$ cat src/hw/rtl/ttig_pkg.sv
// Shared types and constants for the terrain tile index generator.
// No dependencies; imported by ttig_core and terrain_tile_index_generator.
package ttig_pkg;

  localparam int IDX_W = 16;

  // Register index taken from paddr[2]
  localparam logic REG_DETAIL_LEVEL = 1'b0;

  localparam logic [3:0] DETAIL_RESET = 4'd6;

  typedef enum logic [2:0] {
    SEC_GRID,
    SEC_LEFT,
    SEC_RIGHT,
    SEC_TOP,
    SEC_BOTTOM
  } sect_e;

  typedef enum logic [1:0] {
    PH_OPEN,
    PH_RUN,
    PH_CLOSE
  } phase_e;

  // Walk state that does not depend on the tile size
  typedef struct packed {
    sect_e              sec;
    phase_e             ph;
    logic               done;
    logic [3:0]         lod;
    logic [IDX_W-1:0]   acc_lv;   // row * vertices per grid row
    logic [IDX_W-1:0]   acc_inc;  // segment * step
  } ctrl_t;

  typedef struct packed {
    logic [IDX_W-1:0] a;
    logic [IDX_W-1:0] b;
    logic [IDX_W-1:0] c;
    logic             last;
  } tri_t;

endpackage

$ cat src/hw/rtl/ttig_core.sv
// Next-state and triangle logic of the tile walk (combinational).
// Depends on ttig_pkg; instantiated by terrain_tile_index_generator.
module ttig_core import ttig_pkg::*; #(
  parameter int TILE_SIZE = 242,
  parameter int CW        = $clog2(TILE_SIZE - 1)
) (
  input  logic          restart_i,
  input  logic [3:0]    detail_level_i,
  input  ctrl_t         ctl_i,
  input  logic [CW-1:0] row_i,
  input  logic [CW-1:0] col_i,
  output ctrl_t         ctl_o,
  output logic [CW-1:0] row_o,
  output logic [CW-1:0] col_o,
  output tri_t          tri_o
);

  localparam int SEG0 = (TILE_SIZE - 2) / 12;
  localparam int SEG1 = (TILE_SIZE - 2) / 10;
  localparam int SEG2 = (TILE_SIZE - 2) / 8;
  localparam int SEG3 = (TILE_SIZE - 2) / 6;
  localparam int SEG4 = (TILE_SIZE - 2) / 4;
  localparam int SEG5 = (TILE_SIZE - 2) / 2;
  localparam int SEG6 = TILE_SIZE - 2;

  localparam logic [IDX_W-1:0] BV     = IDX_W'(TILE_SIZE + 1);
  localparam logic [IDX_W-1:0] BV_X2  = IDX_W'(2 * (TILE_SIZE + 1));
  localparam logic [IDX_W-1:0] BV_X3  = IDX_W'(3 * (TILE_SIZE + 1));
  localparam logic [IDX_W-1:0] TS     = IDX_W'(TILE_SIZE);

  function automatic logic [3:0] inc_of(input logic [3:0] lod);
    case (lod)
      4'd0:    return 4'd12;
      4'd1:    return 4'd10;
      4'd2:    return 4'd8;
      4'd3:    return 4'd6;
      4'd4:    return 4'd4;
      4'd5:    return 4'd2;
      default: return 4'd1;
    endcase
  endfunction

  function automatic logic [CW-1:0] seg_of(input logic [3:0] lod);
    case (lod)
      4'd0:    return CW'(SEG0);
      4'd1:    return CW'(SEG1);
      4'd2:    return CW'(SEG2);
      4'd3:    return CW'(SEG3);
      4'd4:    return CW'(SEG4);
      4'd5:    return CW'(SEG5);
      default: return CW'(SEG6);
    endcase
  endfunction

  // (seg+1)^2, truncated to the index width
  function automatic logic [IDX_W-1:0] lvsq_of(input logic [3:0] lod);
    case (lod)
      4'd0:    return IDX_W'((SEG0 + 1) * (SEG0 + 1));
      4'd1:    return IDX_W'((SEG1 + 1) * (SEG1 + 1));
      4'd2:    return IDX_W'((SEG2 + 1) * (SEG2 + 1));
      4'd3:    return IDX_W'((SEG3 + 1) * (SEG3 + 1));
      4'd4:    return IDX_W'((SEG4 + 1) * (SEG4 + 1));
      4'd5:    return IDX_W'((SEG5 + 1) * (SEG5 + 1));
      default: return IDX_W'((SEG6 + 1) * (SEG6 + 1));
    endcase
  endfunction

  // seg*(seg+1): first vertex of the last grid row
  function automatic logic [IDX_W-1:0] seglv_of(input logic [3:0] lod);
    case (lod)
      4'd0:    return IDX_W'(SEG0 * (SEG0 + 1));
      4'd1:    return IDX_W'(SEG1 * (SEG1 + 1));
      4'd2:    return IDX_W'(SEG2 * (SEG2 + 1));
      4'd3:    return IDX_W'(SEG3 * (SEG3 + 1));
      4'd4:    return IDX_W'(SEG4 * (SEG4 + 1));
      4'd5:    return IDX_W'(SEG5 * (SEG5 + 1));
      default: return IDX_W'(SEG6 * (SEG6 + 1));
    endcase
  endfunction

  logic             start;
  ctrl_t            eff;
  logic [CW-1:0]    e_row;
  logic [CW-1:0]    e_col;
  logic [3:0]       inc;
  logic [CW-1:0]    seg;
  logic [IDX_W-1:0] seg16;
  logic [IDX_W-1:0] lv;
  logic [IDX_W-1:0] lvsq;
  logic [IDX_W-1:0] seglv;
  logic [IDX_W-1:0] base;
  logic [CW:0]      row_inc;
  logic [CW:0]      col_inc;
  logic             row_wrap;
  logic [IDX_W-1:0] ga;
  logic [IDX_W-1:0] gb;
  logic [IDX_W-1:0] gc;
  logic [IDX_W-1:0] gd;
  logic [IDX_W-1:0] bi;
  logic [IDX_W-1:0] bim;
  logic [IDX_W-1:0] li;
  logic [IDX_W-1:0] bv_m1;
  logic [IDX_W-1:0] bv_m2;
  logic             sub0;

  always_comb begin
    start = restart_i | ctl_i.done;
    if (start) begin
      eff = '{sec: SEC_GRID, ph: PH_OPEN, done: 1'b0, lod: detail_level_i,
              acc_lv: '0, acc_inc: '0};
      e_row = '0;
      e_col = '0;
    end else begin
      eff   = ctl_i;
      e_row = row_i;
      e_col = col_i;
    end
  end

  always_comb begin
    inc     = inc_of(eff.lod);
    seg     = seg_of(eff.lod);
    lvsq    = lvsq_of(eff.lod);
    seglv   = seglv_of(eff.lod);
    seg16   = IDX_W'(seg);
    lv      = seg16 + 1'b1;
    row_inc = {1'b0, e_row} + 1'b1;
    col_inc = {1'b0, e_col} + 1'b1;
    row_wrap = row_inc >= {1'b0, seg};
    case (eff.sec)
      SEC_LEFT:  base = lvsq;
      SEC_RIGHT: base = lvsq + BV;
      SEC_TOP:   base = lvsq + BV_X2;
      default:   base = lvsq + BV_X3;
    endcase
    ga    = IDX_W'(e_col) + eff.acc_lv;
    gb    = ga + lv;
    gc    = gb + 1'b1;
    gd    = ga + 1'b1;
    bi    = base + 1'b1 + eff.acc_inc;
    bim   = bi + IDX_W'(e_col) - 1'b1;
    sub0  = e_col == '0;
    bv_m1 = base + BV - 1'b1;
    bv_m2 = base + BV - 2'd2;
    case (eff.sec)
      SEC_LEFT:  li = eff.acc_lv;
      SEC_RIGHT: li = seg16 + eff.acc_lv;
      SEC_TOP:   li = IDX_W'(e_row);
      default:   li = seglv + IDX_W'(e_row);
    endcase
  end

  always_comb begin
    ctl_o      = eff;
    ctl_o.done = 1'b0;
    row_o      = e_row;
    col_o      = e_col;
    tri_o      = '0;
    if (eff.sec == SEC_GRID) begin
      if (eff.ph == PH_OPEN) begin
        ctl_o.ph = PH_RUN;
        tri_o    = '{a: ga, b: gb, c: gd, last: 1'b0};
      end else begin
        ctl_o.ph = PH_OPEN;
        tri_o    = '{a: gb, b: gc, c: gd, last: 1'b0};
        if (col_inc >= {1'b0, seg}) begin
          col_o = '0;
          if (row_wrap) begin
            row_o        = '0;
            ctl_o.acc_lv = '0;
            ctl_o.sec    = SEC_LEFT;
          end else begin
            row_o        = row_inc[CW-1:0];
            ctl_o.acc_lv = eff.acc_lv + lv;
          end
        end else begin
          col_o = col_inc[CW-1:0];
        end
      end
    end else begin
      case (eff.ph)
        PH_OPEN: begin
          ctl_o.ph      = PH_RUN;
          ctl_o.acc_lv  = '0;
          ctl_o.acc_inc = '0;
          row_o         = '0;
          col_o         = '0;
          case (eff.sec)
            SEC_LEFT:  tri_o = '{a: base, b: base + 1'b1, c: '0, last: 1'b0};
            SEC_RIGHT: tri_o = '{a: base, b: seg16, c: base + 1'b1, last: 1'b0};
            SEC_TOP:   tri_o = '{a: base, b: '0, c: base + 1'b1, last: 1'b0};
            default:   tri_o = '{a: base, b: base + 1'b1, c: seglv, last: 1'b0};
          endcase
        end
        PH_RUN: begin
          if (col_inc > (CW + 1)'(inc)) begin
            col_o = '0;
            if (row_wrap) begin
              row_o         = '0;
              ctl_o.acc_lv  = '0;
              ctl_o.acc_inc = '0;
              ctl_o.ph      = PH_CLOSE;
            end else begin
              row_o         = row_inc[CW-1:0];
              ctl_o.acc_lv  = eff.acc_lv + lv;
              ctl_o.acc_inc = eff.acc_inc + IDX_W'(inc);
            end
          end else begin
            col_o = col_inc[CW-1:0];
          end
          case (eff.sec)
            SEC_LEFT:
              tri_o = sub0 ? tri_t'{a: li, b: bi, c: li + lv, last: 1'b0}
                           : tri_t'{a: bim, b: bim + 1'b1, c: li + lv, last: 1'b0};
            SEC_RIGHT:
              tri_o = sub0 ? tri_t'{a: li, b: li + lv, c: bi, last: 1'b0}
                           : tri_t'{a: bim, b: li + lv, c: bim + 1'b1, last: 1'b0};
            SEC_TOP:
              tri_o = sub0 ? tri_t'{a: li, b: li + 1'b1, c: bi, last: 1'b0}
                           : tri_t'{a: bim, b: li + 1'b1, c: bim + 1'b1, last: 1'b0};
            default:
              tri_o = sub0 ? tri_t'{a: li, b: bi, c: li + 1'b1, last: 1'b0}
                           : tri_t'{a: bim, b: bim + 1'b1, c: li + 1'b1, last: 1'b0};
          endcase
        end
        default: begin
          ctl_o.ph      = PH_OPEN;
          ctl_o.acc_lv  = '0;
          ctl_o.acc_inc = '0;
          row_o         = '0;
          col_o         = '0;
          case (eff.sec)
            SEC_LEFT: begin
              ctl_o.sec = SEC_RIGHT;
              tri_o     = '{a: bv_m2, b: bv_m1, c: seglv, last: 1'b0};
            end
            SEC_RIGHT: begin
              ctl_o.sec = SEC_TOP;
              tri_o     = '{a: base + TS, b: base + TS - 1'b1, c: lvsq - 1'b1,
                            last: 1'b0};
            end
            SEC_TOP: begin
              ctl_o.sec = SEC_BOTTOM;
              tri_o     = '{a: bv_m2, b: seg16, c: bv_m1, last: 1'b0};
            end
            default: begin
              ctl_o.sec  = SEC_GRID;
              ctl_o.done = 1'b1;
              tri_o      = '{a: lvsq - 1'b1, b: bv_m2, c: bv_m1, last: 1'b1};
            end
          endcase
        end
      endcase
    end
  end

endmodule

$ cat src/hw/rtl/terrain_tile_index_generator.sv
// Top level of the terrain tile index generator: handshake, state, APB register.
// Depends on ttig_pkg and ttig_core.
//
//   channel  | direction | handshake                  | payload
//   ---------+-----------+----------------------------+---------------------------------
//   request  | in        | req_valid_i / req_ready_o  | restart_i
//   triangle | out       | tri_valid_o / tri_ready_i  | corner_a/b/c_o, last_of_tile_o
//   config   | in        | APB psel/penable/pready    | detail_level at paddr 0
//
// One request per cycle; each request's triangle is registered and shown in the cycle after.
// The triangle register is the only stage; a new request is taken while the
// held triangle is read in the same cycle. A stalled triangle holds requests.
// After reset detail_level is 6 and the first request starts a fresh tile.
module terrain_tile_index_generator import ttig_pkg::*; #(
  parameter int TILE_SIZE = 242
) (
  input  logic        clk_i,
  input  logic        rst_ni,
  input  logic        req_valid_i,
  output logic        req_ready_o,
  input  logic        restart_i,
  output logic        tri_valid_o,
  input  logic        tri_ready_i,
  output logic [15:0] corner_a_o,
  output logic [15:0] corner_b_o,
  output logic [15:0] corner_c_o,
  output logic        last_of_tile_o,
  input  logic        psel,
  input  logic        penable,
  input  logic        pwrite,
  input  logic [2:0]  paddr,
  input  logic [31:0] pwdata,
  output logic [31:0] prdata,
  output logic        pready
);

  localparam int CW = $clog2(TILE_SIZE - 1);

  logic          req_fire;
  logic [3:0]    detail_level_q;
  ctrl_t         ctl_q;
  ctrl_t         ctl_d;
  logic [CW-1:0] row_q;
  logic [CW-1:0] row_d;
  logic [CW-1:0] col_q;
  logic [CW-1:0] col_d;
  tri_t          tri_q;
  tri_t          tri_d;
  logic          tri_valid_q;

  ttig_core #(
    .TILE_SIZE (TILE_SIZE),
    .CW        (CW)
  ) u_core (
    .restart_i      (restart_i),
    .detail_level_i (detail_level_q),
    .ctl_i          (ctl_q),
    .row_i          (row_q),
    .col_i          (col_q),
    .ctl_o          (ctl_d),
    .row_o          (row_d),
    .col_o          (col_d),
    .tri_o          (tri_d)
  );

  assign req_ready_o = ~tri_valid_q | tri_ready_i;
  assign req_fire    = req_valid_i & req_ready_o;

  always_ff @(posedge clk_i or negedge rst_ni) begin
    if (!rst_ni) begin
      ctl_q       <= '{sec: SEC_GRID, ph: PH_OPEN, done: 1'b1, lod: DETAIL_RESET,
                       acc_lv: '0, acc_inc: '0};
      row_q       <= '0;
      col_q       <= '0;
      tri_valid_q <= 1'b0;
    end else begin
      if (req_fire) begin
        ctl_q       <= ctl_d;
        row_q       <= row_d;
        col_q       <= col_d;
        tri_valid_q <= 1'b1;
      end else if (tri_ready_i) begin
        tri_valid_q <= 1'b0;
      end
    end
  end

  always_ff @(posedge clk_i) begin
    if (req_fire) begin
      tri_q <= tri_d;
    end
  end

  always_ff @(posedge clk_i or negedge rst_ni) begin
    if (!rst_ni) begin
      detail_level_q <= DETAIL_RESET;
    end else if (psel && penable && pwrite && paddr[2] == REG_DETAIL_LEVEL) begin
      detail_level_q <= pwdata[3:0];
    end
  end

  assign pready = 1'b1;
  assign prdata = (paddr[2] == REG_DETAIL_LEVEL) ? {28'b0, detail_level_q} : 32'b0;

  assign tri_valid_o    = tri_valid_q;
  assign corner_a_o     = tri_q.a;
  assign corner_b_o     = tri_q.b;
  assign corner_c_o     = tri_q.c;
  assign last_of_tile_o = tri_q.last;

`ifndef SYNTHESIS
  a_last_ends_tile: assert property (@(posedge clk_i) disable iff (!rst_ni)
    req_fire && tri_d.last |=> ctl_q.done)
    else $error("tile not closed after its last triangle");

  a_done_rewound: assert property (@(posedge clk_i) disable iff (!rst_ni)
    ctl_q.done |-> ctl_q.sec == SEC_GRID && ctl_q.ph == PH_OPEN)
    else $error("finished tile left walk state behind");

  a_grid_no_close: assert property (@(posedge clk_i) disable iff (!rst_ni)
    ctl_q.sec == SEC_GRID |-> ctl_q.ph != PH_CLOSE)
    else $error("closing phase inside the interior grid");
`endif

endmodule
$ cat config.mk
export PLATFORM = sky130hd
export DESIGN_NAME = terrain_tile_index_generator
export DESIGN_NICKNAME = d
export VERILOG_FILES = /design/src/hw/rtl/ttig_pkg.sv /design/src/hw/rtl/ttig_core.sv /design/src/hw/rtl/terrain_tile_index_generator.sv
export SDC_FILE = /design/constraint.sdc
export NUM_CORES = 1
export LEC_CHECK = 0
export ABC_AREA = 0
export BUFFER_PORTS_ARGS = -buffer_cell sky130_fd_sc_hd__buf_2
export CORE_MARGIN = 1
export CORE_UTILIZATION = 30
export DETAILED_ROUTE_END_ITERATION = 8
export PLACE_DENSITY_LB_ADDON = 0.05
export SLEW_MARGIN = 20
export SYNTH_ARGS = -nofsm -noshare
export SYNTH_HDL_FRONTEND = slang
export SYNTH_SLANG_ARGS = --single-unit
$ cat constraint.sdc
create_clock -name clk_i -period 10.43 [get_ports clk_i]
set_input_delay 1.043 -clock clk_i [delete_from_list [all_inputs] [get_ports clk_i]]
set_output_delay 1.043 -clock clk_i [all_outputs]
set_load 0.01 [all_outputs]
==> qor.csv <==
metric,value,unit
status,"finished, final reports clean",
core,52660,um2
hold_start,ctl_q[2],
antenna_found_initial,2,
whs,489.1,ps
cts_tree,built,
root_buffer,clkbuf_16,
worst_path_most_repeated_cell,ha_1,
ant_nets,0,
wl_per_cell,27.88,um
finalHoldViolations,0,
avgSynthCellArea,7.479,um2
clock-sinks,112,
yosys_warnings,0,
cts_resized,0,
cp_max_fo,19,
die_y,233.3,um
swShare,56.59,%
layout_setup_ws,1706,ps
place_area,17080,um2
period_share,83.64,%
rsz0062_at_grt,no,
hold_buffers,0,
worstRegToRegCells,30,
synth.area.top_cells,"edfxtp_1, ha_1, dfrtp_1, a21oi_1, xnor2_1",
p_int,1.614,mW
numCtsBuffers,9,
instances_no_fill,2844,
track_usage,29.16,%
finalCriticalPeriod,8724,ps
total_power,3.719,mW
via_per_inst,5.979,
final_util,32.98,%
synth_top_area_share,9.168,%
max_clock_freq,114.6,MHz
start_util,30.48,%
startpoint_type,input port,
worstHoldEndpoint,ctl_q[2],
holdPathStages,2,
cp.arrival,8870,ps
cpMaxStageDelayCell,nor3b_1,
clk_latency,420,ps
diodes,0,
netlist_area,16050,um2
setup_viol,0,
dpl_worst_slack,1390,ps
clk_path_buf_depth,2,
r2r_end,corner_b_o[12],
worst_ir_drop_vdd,107.5,uV
end_kind,flop,
worstPathRequired,10570,ps
fin_nets,2320,
dp.cells,2828,
pwr-share-comb,75.2,%
drt_iter0_markers,1568,
critPathMaxStageDelay,520,ps
synth_top_cell_by_area,edfxtp_1,
slew_headroom,22.46,%
ys_ff_latch,112,
hpwl,61.62,mm
switchingPower,2.104,mW
p_seq_share,14.6,%
finalInstanceArea,17370,um2
cts_max_level,3,
gp_congestion,0.9807,
max-cap-violations,0,
worstReg2RegStart,ctl_q[36],
yosys.cell_types.count,109,
synth_edf_count,49,
grt_start_max_net_pins,65,
area_delta_synth_final,8.210,%
drive_gt1_share,9.926,%
totalWireLength,79.30,mm
tns,0,ps
io_buffer_count,67,
drt_pass1_iterations,6,
netlist_top_cells_count,"nand2_1, nor2_1, a21oi_1",
async_reset_ff_share,56.25,%
route.detailed.drc,0,
syn_inst,2146,
crit_buf_inv,5,
num_vias,17000,
critPathKind,input port to flop,
synth.most_common_cell,nand2_1,
post-cts-setup-buffers,0,
die_area,54430,um2
crit_family,simple AND/OR/NAND/NOR gates,
slew_violations,0,
leakagePower,7.165,nW
p_clk_share,10.2,%
reg2reg_slack,1870,ps
grt-ovfl-total,0,
io_pins,127,
ys_seq_area_share,19.03,%
synth_ff_type,dfrtp_1,
grt_pass1_wl,115.0,mm
row_count,84,
clk_pin_slew,90,ps
grt_pass1_vias,15940,
die_w,233.3,um
hold_class,flop to flop,
tightest_slew,1154,ps
powerDensity,214.1,nW/um2
skew,22.26,ps
==> logic make-up (layout without fill, tap and decap cells) <==
group | Yosys count | after routing | share of synthesized area [%]
other cells | 2 | 29 | 0.04679
simple gates | 714 | 714 | 21.76
mux | 37 | 37 | 2.432
compound gates | 726 | 726 | 30.16
buf+inv | 262 | 245 | 7.094
fa+ha+maj | 126 | 126 | 10.24
xor+xnor | 167 | 167 | 9.231
flops | 112 | 112 | 19.03
==> power by group through the flow <==
stage / clock network (mW) / logic (mW) / registers (mW)
after floorplan: 0 / 1.84 / 0.559
after global placement: 0 / 2.73 / 0.552
after detailed placement: 0 / 2.73 / 0.553
after CTS: 0.394 / 2.74 / 0.544
after global routing: 0.407 / 3.00 / 0.549
final: 0.379 / 2.80 / 0.544
==> registers in the layout, summed over array words and instances (netlist names), 4 cells and up <==
name and cells:
col_q 8, corner_a_o 16, corner_b_o 16, corner_c_o 16
ctl_q 42, detail_level_q 4, row_q 8
==> placed cells by master, fill, tap and decap left out, types with 29 or more instances in the layout <==
cell / Yosys / routed
a211oi_1: 32 / 32
a21o_1: 33 / 32
a21oi_1: 175 / 173
a31oi_1: 31 / 31
and2_1: 48 / 48
and3_1: 30 / 30
buf_2: 16 / 66
buf_4: 30 / 55
conb_1: 2 / 29
dfrtp_1: 58 / 58
edfxtp_1: 49 / 49
ha_1: 117 / 117
inv_1: 101 / 101
nand2_1: 229 / 229
nand3_1: 46 / 46
nor2_1: 180 / 177
nor3_1: 35 / 34
o21ai_0: 164 / 162
o22ai_1: 40 / 40
xnor2_1: 99 / 99
xor2_1: 67 / 67
==> worst min-delay path: stages, from the launching register on <==
cell and delay (ps):
dfrtp_1 350, nand2_1 40, o21ai_0 60
==> area by class of cell <==
cell class              instances  area, um2
flip-flops and latches        112       3054
well taps                     688      860.8
clock inverters                 7      62.56
clock buffers                   9      225.2
inverters                     108      405.4
multi-input cells            1799      12020
repair buffers                121      743.2
fillers                      5724      35290
==> worst max path at each step <==
stage,cells after the start,to,slack (ps),from
floorplan,31,corner_b_o[11],3100,restart_i
global placement,31,corner_b_o[11],1390,restart_i
detailed placement,31,corner_b_o[12],1390,restart_i
global route,31,corner_b_o[12],1250,restart_i
finish,31,corner_b_o[12],1710,restart_i
CTS,31,corner_b_o[12],1790,restart_i
==> layer usage <==
layer  vias up  wire (um)  track usage [%]
li1       7854          -                -
met1      8263      35370            39.97
met2       745      35160            45.76
met3       140       5676            4.382
met4         2       3074            11.01
met5         -         13                0
(Power assumes the default switching activity.)
